[src/design/jlr3d_div6.sv]
// ----------------------------------------------------------------------------
// jlr3d_div6
// Floor division of a six-neighbour sum by six, by halving and a reciprocal
// multiply, with the product registered.
// ----------------------------------------------------------------------------
module jlr3d_div6 #(
    parameter int VALUE_BITS = 16
) (
    input  logic                  clk,
    input  logic [VALUE_BITS+2:0] sum,
    output logic [VALUE_BITS-1:0] mean
);

    localparam int HW    = VALUE_BITS + 2;
    localparam int PW    = 2 * HW;
    localparam int SHIFT = VALUE_BITS + 3;
    // ceil(2^SHIFT / 3); the error term stays below one third for any half sum.
    localparam logic [HW-1:0] RECIP = HW'(((64'd1 << SHIFT) + 64'd2) / 64'd3);

    logic [HW-1:0] half_sum;
    logic [PW-1:0] prod_reg;

    assign half_sum = sum[VALUE_BITS+2:1];

    always_ff @(posedge clk)
    begin
        prod_reg <= PW'(half_sum) * PW'(RECIP);
    end

    assign mean = prod_reg[SHIFT +: VALUE_BITS];

endmodule
[config.mk]
export PLATFORM = sky130hd
export DESIGN_NAME = jlr3d_div6
export DESIGN_NICKNAME = d
export VERILOG_FILES = /design/src/design/jlr3d_div6.sv
export SDC_FILE = /design/constraint.sdc
export NUM_CORES = 1
export LEC_CHECK = 0
export BUFFER_PORTS_ARGS = -buffer_cell sky130_fd_sc_hd__buf_2
export CAP_MARGIN = 20
export CORE_MARGIN = 2
export CORE_UTILIZATION = 40
export DETAILED_ROUTE_END_ITERATION = 6
export SLEW_MARGIN = 10
export SYNTH_ARGS = -nofsm -noshare
export SYNTH_HDL_FRONTEND = slang
export SYNTH_SLANG_ARGS = --single-unit
[constraint.sdc]
create_clock -name clk -period 4.8 [get_ports clk]
set_input_delay 0.48 -clock clk [delete_from_list [all_inputs] [get_ports clk]]
set_output_delay 0.48 -clock clk [all_outputs]
set_load 0.03 [all_outputs]
* After elaboration in Yosys (flattened, before gate mapping)
Cells that the tools add are included.
Operators by class: $mul 1
Operators with widths (number):
- $mul A18 B18 Y35 const B | 1
Storage, ports and cells: flip-flop bits (word level) 35, word-level logic and storage cells 2, input bits 20, output and inout port bits 16

* Depth between registers and ports, before layout
Gate-level depths: netlist of the first run.
depth in word-level cells 1, gate-level depth with buffers 19, depth with buffers taken out 18

* Least setup slack after synthesis of the first run
No wires, ideal clock.
path kind input port to flip-flop, from in sum[6], to reg prod_reg[32], stages 18, arrival 4953 ps, path buffers 1, setup slack -224 ps, required time 4728 ps, cell sequence ha_1 -> fa_1 -> inv_1 -> fa_1 -> fa_1 -> inv_1 -> fa_1 -> inv_1 -> fa_1 -> inv_1 -> ha_1 -> buf_2 -> nand4_1 -> or2_1 -> o22ai_1 -> nor3_1 -> a21oi_2 -> mux2i_1
Between the ends: cells in the longest elaborated chain, start to end 1
RTL lines:
- start: declaration | line 10 | input logic [VALUE_BITS+2:0] sum,
- $mul A18 B18 Y35 | line 27 | prod_reg <= PW'(half_sum) * PW'(RECIP);
- end signal: assignment | line 27
- end: declaration | line 21 | logic [PW-1:0] prod_reg;
Every way passes these cells.

* Worst setup path after layout of the first run
from in sum[7], to reg prod_reg[34]
Same word-level chain as after synthesis.

==> results.py, run 1 <==
metrics = {
    "run_status": {
        "status": "finished clean",
    },
    "critical_path": {
        "critPathRequiredTime_ns": 4.93,
        "start_kind": "primary input",
        "crit_path_max_fanout": 4,
        "crit_path_end_kind": "flop",
        "arrival_ns": 4.89,
        "path_class": "primary input to flop",
    },
    "yosys": {
        "postSynth.asyncResetShare": 0,
        "syn_area_per_cell_um2": 9.302,
        "yosys.area.top_type": "fa_1",
        "syn_nets": 979,
        "ys_dominant_reg_cell": "dfxtp_1",
        "yosysSeqAreaShare": 0.04940,
        "synth_area_um2": 6484,
        "ys_seq_elements": 16,
        "synthTopCellsByArea": "fa_1 33%, ha_1 30%, inv_1 14%, dfxtp_1 4.9%, a21oi_1 2.1%",
        "synth_cell_type_count": 51,
        "syn_inst": 697,
        "synth_warnings": 0,
        "synth_edf_count": 0,
        "synth_top_area_share": 0.3304,
    },
    "global_route": {
        "grt_pass1_wl_mm": 25.39,
        "grt_pass1_vias": 5276,
        "grt_overflow_total": 0,
        "antenna_found_initial": 0,
        "grt_usage": 0.1807,
        "grt_max_degree": 10,
    },
    "hold_path": {
        "hold_end": "prod_reg[34]$_DFF_P_",
        "hold_class": "primary input to flop",
        "hp-start": "sum[18]",
        "whs_path_depth": 5,
    },
    "cts": {
        "cts_sinks": 16,
        "htree_levels": 1,
        "cts_tree": "yes",
        "postCtsHoldBufs": 0,
        "clock_path_buffers": 2,
        "cts_made_buffers": 3,
        "clk_pin_slew_worst_paths_ns": 0.05,
        "root_buffer": "clkbuf_16",
    },
    "routing": {
        "antenna_left": 0,
        "drt-pass1-iter-count": 4,
        "drt_iter0_drc": 152,
        "wl_per_cell_um": 14.53,
        "route.detailed.drc": 0,
        "vias_per_cell": 4.726,
        "num_vias": 4910,
        "routed_wl_mm": 15.10,
    },
    "die": {
        "num_rows": 46,
        "start_util": 0.4082,
        "die_w_um": 131.3,
        "ios": 36,
        "die_h_um": 131.3,
        "design.die.area_um2": 17240,
        "fp.coreArea_um2": 15890,
    },
    "timing": {
        "slew_headroom": 0.7822,
        "finalMaxSlewViolations": 0,
        "setup_slack_ns": 0.04348,
        "min_period_ns": 4.757,
        "clock.fmax_ghz": 0.2102,
        "worst_pin_slew_ns": 0.3233,
        "hold_ws_ns": 0.9286,
        "fin_crit_sh": 0.9909,
        "hold_viol_final": 0,
        "rsz0062_at_grt": "yes",
        "finalSetupViolCount": 0,
    },
    "finish": {
        "final_cell_count_no_fill": 1039,
        "area_growth_pct": 26.30,
        "post-route-util": 0.5155,
        "layout-drive-gt1-share": 0.2491,
        "n_antenna_cell": 0,
        "fin_nets": 1106,
        "largest_reg_flops": 16,
    },
    "place": {
        "io_buffers": 34,
        "dp_cells": 1032,
        "dpl.hpwl_mm": 13.83,
        "place_congestion": 0.8855,
        "place_ws_ns": -0.4649,
    },
    "flow_run": {
        "cap_violations": 0,
    },
}
[critical path, stage by stage]
cell and delay, ns:
buf_2 0.14, buf_4 0.17, fa_1 0.53, inv_1 0.05, fa_1 0.48, inv_1 0.05
fa_1 0.46, fa_1 0.49, inv_1 0.05, fa_1 0.52, inv_2 0.06, ha_4 0.28
nand4_1 0.22, nor4_2 0.33, a311oi_2 0.11, a31oi_2 0.26, nor3_2 0.07, xnor2_1 0.12
[what timing repair did]
action,4_1_cts,5_1_grt
setup endpoints to repair,16,15
buffers inserted,1,2
pin swaps,21,34
gates resized for setup,27,48
endpoints found under the hold margin,0,0
[cells in the mapped netlist, drive strengths merged, types with 2 or more instances]
library cell	number
nor4	2
xor2	15
a211oi	5
buf	5
o211ai	4
and4	2
nor2	14
fa	107
o21bai	3
a21oi	31
nand2	21
xnor2	8
and3	3
nor3	5
ha	155
nand3	2
a21o	8
a22oi	2
o21a	4
o21ai	20
nand4	8
or2	2
inv	237
dfxtp	16
a31oi	2
[through the flow]
step / TNS, ns / cell area, um^2
after global placement: -5.032 / 7617
after detailed placement: -5.337 / 7617
after floorplan: 0 / 6529
final: 0 / 8189
after global routing: -0.1560 / 8189
after CTS: -0.02911 / 7900
[logic make-up after synthesis]
family | share of synthesized area
flops | 0.04940
simple gates | 0.05153
xor+xnor | 0.03107
fa+ha+maj | 0.6295
compound gates | 0.09108
buf+inv | 0.1442
mux | 0.003281
[metal layers]
metal	vias to the layer above	global-route usage	wire length, um
met3	17	0.009259	358
li1	2416	-	-
met2	55	0.3266	7825
met5	-	0	0
met4	0	0.01872	208
met1	2422	0.2478	6707
[final cells by class]
class | instances | area [um^2]
inverters | 237 | 889.6
flip-flops and latches | 16 | 320.3
repair buffers | 128 | 919.6
clock buffers | 4 | 88.84
well taps | 216 | 270.3
fillers | 1506 | 7696
multi-input cells | 438 | 5700
[layout by cell type, fill, tap and decap left out, types with 4 or more instances in the layout]
| cell | count |
|---|---|
| nor3_2 | 4 |
| buf_4 | 93 |
| xor2_1 | 14 |
| buf_2 | 29 |
| fa_1 | 106 |
| ha_1 | 126 |
| nor2_1 | 14 |
| nand2_1 | 21 |
| dfxtp_1 | 16 |
| nand4_1 | 8 |
| inv_2 | 10 |
| a21oi_2 | 8 |
| a21oi_1 | 23 |
| inv_1 | 227 |
| xnor2_1 | 8 |
| o21ai_1 | 5 |
| buf_6 | 5 |
| o21ai_0 | 12 |
| ha_4 | 28 |
| a21o_1 | 8 |
[how the worst max path moves through the flow]
| stage | startpoint | to | slack [ns] | cells after the start |
|---|---|---|---|---|
| floorplan | sum[6] | prod_reg[32]$_DFF_P_ | 0.03 | 18 |
| global placement | sum[6] | prod_reg[34]$_DFF_P_ | -0.39 | 16 |
| detailed placement | sum[4] | prod_reg[34]$_DFF_P_ | -0.46 | 16 |
| CTS | sum[4] | prod_reg[34]$_DFF_P_ | -0.03 | 16 |
| global route | sum[12] | prod_reg[28]$_DFF_P_ | -0.08 | 18 |
| finish | sum[7] | prod_reg[34]$_DFF_P_ | 0.04 | 18 |
Power of run 1 is not shown: default switching activity piles up to over one toggle a cycle in this logic, so the estimate is an artifact.
==> run 2: changes to the inputs <==
- BUFFER_PORTS_ARGS: -buffer_cell sky130_fd_sc_hd__buf_2 -> default
- DONT_BUFFER_PORTS: default -> 1
- SLEW_MARGIN: 10 -> default
==> results.py, run 2 (synthesis results as in run 1) <==
metrics = {
    "run_status": {
        "status": "finished clean",
    },
    "cts": {
        "clock_path_buffers": 2,
        "htree_levels": 1,
        "postCtsHoldBufs": 0,
        "cts_sinks": 16,
        "cts_tree": "yes",
        "clk_pin_slew_worst_paths_ns": 0.05,
        "cts_made_buffers": 3,
        "root_buffer": "clkbuf_16",
    },
    "finish": {
        "final_cell_count_no_fill": 971,
        "largest_reg_flops": 16,
        "area_growth_pct": 15.38,
        "post-route-util": 0.4709,
        "n_antenna_cell": 0,
        "fin_nets": 1038,
        "final_common_cell": "inv_1",
        "layout-drive-gt1-share": 0.1536,
        "fillerInstances": 1563,
        "final_cell_mix": "232 x inv_1, 140 x ha_1, 106 x fa_1, 60 x buf_4, 23 x a21oi_1",
    },
    "die": {
        "ios": 36,
        "die_h_um": 131.3,
        "die_w_um": 131.3,
        "num_rows": 46,
        "start_util": 0.4082,
        "design.die.area_um2": 17240,
        "fp.coreArea_um2": 15890,
    },
    "timing": {
        "fin_crit_sh": 0.9804,
        "worst_pin_slew_ns": 0.3723,
        "finalSetupViolCount": 0,
        "slew_headroom": 0.7503,
        "clock.fmax_ghz": 0.2125,
        "hold_viol_final": 0,
        "min_period_ns": 4.706,
        "setup_slack_ns": 0.09397,
        "finalMaxSlewViolations": 0,
        "rsz0062_at_grt": "yes",
    },
    "routing": {
        "wl_per_cell_um": 14.85,
        "antenna_left": 0,
        "top_layer_used": "met4",
        "wl_met1_mm": 6.543,
        "routed_wl_mm": 14.42,
        "wl_met3_um": 234,
        "drt-pass1-iter-count": 4,
        "dr_wl_met2_mm": 7.546,
        "route.detailed.drc": 0,
        "num_vias": 4647,
        "drt_iter0_drc": 186,
        "vias_per_cell": 4.786,
    },
    "global_route": {
        "grt_pass1_vias": 4718,
        "grt_max_degree": 10,
        "grt_pass1_wl_mm": 23.63,
        "grt_overflow_total": 0,
        "antenna_found_initial": 0,
        "grt_usage": 0.1702,
    },
    "hold_path": {
        "hold_class": "primary input to flop",
    },
    "critical_path": {
        "critPathRequiredTime_ns": 4.98,
        "path_class": "primary input to flop",
        "arrival_ns": 4.89,
        "start_kind": "primary input",
        "crit_path_max_fanout": 6,
        "crit_path_end_kind": "flop",
    },
    "place": {
        "place_ws_ns": -0.2502,
        "io_buffers": 0,
        "dp_cells": 963,
        "dpl.hpwl_mm": 13.24,
        "place_congestion": 0.8814,
    },
    "flow_run": {
        "cap_violations": 0,
    },
}
==> run 2: what timing repair did <==
action	4_1_cts	5_1_grt
gates cloned	0	0
endpoints found under the setup margin	3	14
buffers inserted	0	4
pin swaps	2	34
gates resized for setup	4	33
==> run 2: layer usage <==
layer,vias up,GRT usage
met5,-,0
met4,0,0.009058
met3,7,0.01157
met2,45,0.3129
met1,2308,0.2309
li1,2287,-
==> run 2: final timing paths <==
kind | endpoint | startpoint | slack (ns) | cells past startpoint
max | prod_reg[32]$_DFF_P_ | sum[8] | 0.09 | 17
min | prod_reg[34]$_DFF_P_ | sum[18] | 0.63 | 3
==> run 2: cell type report <==
cell class / count / area (um^2) / share of cell area
Sequential cell: 16 / 320.3 / 0.04282
Multi-Input combinational cell: 438 / 5461 / 0.7301
Timing Repair Buffer: 60 / 450.4 / 0.06021
Clock buffer: 4 / 88.84 / 0.01187
Inverter: 237 / 889.6 / 0.1189
Tap cell: 216 / 270.3 / 0.03613
==> run 2: critical path, stage by stage <==
cell and delay [ns]:
ha_4 0.23, fa_1 0.55, inv_2 0.06, fa_1 0.49
fa_1 0.51, inv_2 0.04, fa_1 0.52, inv_2 0.04
fa_1 0.49, inv_2 0.05, ha_4 0.27, nand4_1 0.18
or2_1 0.30, o22ai_2 0.19, nor3_2 0.09, a21oi_2 0.21
mux2i_1 0.20
==> run 2: stage by stage <==
stage          area (um^2)  hold slack [ns]  TNS (ns)
2_1_floorplan         6529           0.8144         0
3_3_place_gp          7172           0.8560    -2.145
3_5_place_dp          7172           0.8542    -2.341
4_1_cts               7273           0.6259         0
5_1_grt               7481           0.6463  -0.08826
6_report              7481           0.6297         0
Power of run 2 is left out for the same reason.
==> run 3: changes to the inputs <==
- CORE_UTILIZATION: 40 -> 35
- MAX_ROUTING_LAYER: default -> met4
==> results.py, run 3 (synthesis results as in run 1) <==
metrics = {
    "global_route": {
        "grt_max_degree": 10,
        "grt_pass1_wl_mm": 24.36,
        "grt_overflow_total": 0,
        "grt_pass1_vias": 4987,
        "antenna_found_initial": 0,
        "grt_usage": 0.1598,
    },
    "critical_path": {
        "crit_path_max_fanout": 7,
        "crit_path_end_kind": "flop",
        "cp_slowest_cell": "fa_1",
        "cpMostUsedCell": "fa_1",
        "start_kind": "primary input",
        "crit_chain": "ha_1, xor2_2, ha_1, a21oi_2, buf_4, fa_1, inv_1, fa_1, fa_1, inv_1, fa_1, inv_1, ha_4, nand4_1, nor4_2, a311oi_2, buf_4, a31oi_4, nor3_2, xnor2_1",
        "slowest_delay_ns": 0.56,
        "critPathRequiredTime_ns": 4.93,
        "path_class": "primary input to flop",
        "arrival_ns": 4.89,
    },
    "die": {
        "num_rows": 49,
        "fp.coreArea_um2": 18090,
        "die_w_um": 140.1,
        "die_h_um": 140.1,
        "design.die.area_um2": 19630,
        "ios": 36,
        "start_util": 0.3585,
    },
    "cts": {
        "root_buffer": "clkbuf_16",
        "htree_levels": 1,
        "postCtsHoldBufs": 0,
        "clock_path_buffers": 2,
        "cts_made_buffers": 3,
        "cts_tree": "yes",
        "cts_sinks": 16,
        "clk_pin_slew_worst_paths_ns": 0.05,
    },
    "routing": {
        "routed_wl_mm": 14.49,
        "drt-pass1-iter-count": 7,
        "route.detailed.drc": 4,
        "antenna_left": 0,
        "num_vias": 4651,
        "wl_per_cell_um": 14.66,
        "vias_per_cell": 4.707,
        "drt_iter0_drc": 166,
    },
    "finish": {
        "area_growth_pct": 15.13,
        "final_cell_mix": "234 x inv_1, 146 x ha_1, 106 x fa_1, 64 x buf_4, 24 x a21oi_1",
        "final_common_cell": "inv_1",
        "fillerInstances": 1792,
        "fin_nets": 1042,
        "design_area_um2": 7465,
        "n_antenna_cell": 0,
        "largest_reg_flops": 16,
        "layout-drive-gt1-share": 0.1449,
    },
    "timing": {
        "slew_headroom": 0.7748,
        "fin_crit_sh": 0.9914,
        "min_period_ns": 4.759,
        "finalSetupTns_ns": 0,
        "clock.fmax_ghz": 0.2101,
        "finalSetupViolCount": 0,
        "worst_pin_slew_ns": 0.3342,
        "finalMaxSlewViolations": 0,
        "hold_viol_final": 0,
        "rsz0062_at_grt": "yes",
    },
    "hold_path": {
        "hold_class": "primary input to flop",
    },
    "place": {
        "placed_cell_area_um2": 7226,
        "dpl.hpwl_mm": 13.51,
        "place_congestion": 0.8969,
        "io_buffers": 0,
    },
    "run_status": {
        "violations": "DRC",
        "status": "finished, violations left",
    },
    "flow_run": {
        "cap_violations": 0,
    },
}
run 3: cell count changes in the layout (fill, tap and decap cells not counted), moves of 2 or more:
cell     delta
ha_1        +6
buf_4       +4
ha_2        -3
ha_4        -3
a31oi_2     -2
inv_1       +2
inv_2       -2
o21ai_1     +2
run 3: metal layers:
| layer | vias to the layer above | wire length, um | global-route usage |
|---|---|---|---|
| li1 | 2296 | - | - |
| met1 | 2283 | 6628 | 0.2125 |
| met2 | 62 | 7263 | 0.2753 |
| met3 | 10 | 448 | 0.01368 |
| met4 | 0 | 146 | 0.02020 |
| met5 | - | 0 | - |
run 3: worst paths after layout:
| kind | start | end | cells past startpoint | slack [ns] |
|---|---|---|---|---|
| max | sum[2] | prod_reg[34]$_DFF_P_ | 20 | 0.04 |
| min | sum[18] | prod_reg[34]$_DFF_P_ | 3 | 0.61 |
run 3: metrics by stage:
stage / worst slack (ns) / hold WS [ns] / std cells / util
after floorplan: 0.03481 / 0.8144 / 697 / -
after detailed placement: -0.2732 / 0.8547 / 981 / 0.3995
after global routing: -0.1580 / 0.6395 / 988 / 0.4127
after global placement: -0.2527 / 0.8575 / 981 / 0.3995
after CTS: -0.001859 / 0.6186 / 985 / 0.4047
final: 0.04137 / 0.6099 / 988 / 0.4127
run 3: what timing repair did:
action,4_1_cts,5_1_grt
endpoints found under the setup margin,2,14
cloned,0,0
gates resized for setup,1,23
pin swaps,1,19
buffers inserted,0,3
run 3: critical path, delay by kind of cell:
kind,cells,cell delay [ns]
adders and majority gates,7,2.81
and+or+nand+nor,3,0.59
buffers and inverters,5,0.49
xor gates and xnor gates,2,0.29
AOI/OAI and AO/OA,3,0.24
run 3: final cells by class:
class | count | area (um^2) | area share
multi-input cells | 438 | 5399 | 0.7233
inverters | 237 | 889.6 | 0.1192
repair buffers | 64 | 480.5 | 0.06436
flip-flops and latches | 16 | 320.3 | 0.04291
well taps | 229 | 286.5 | 0.03838
clock buffers | 4 | 88.84 | 0.01190
Power of run 3 is left out for the same reason.
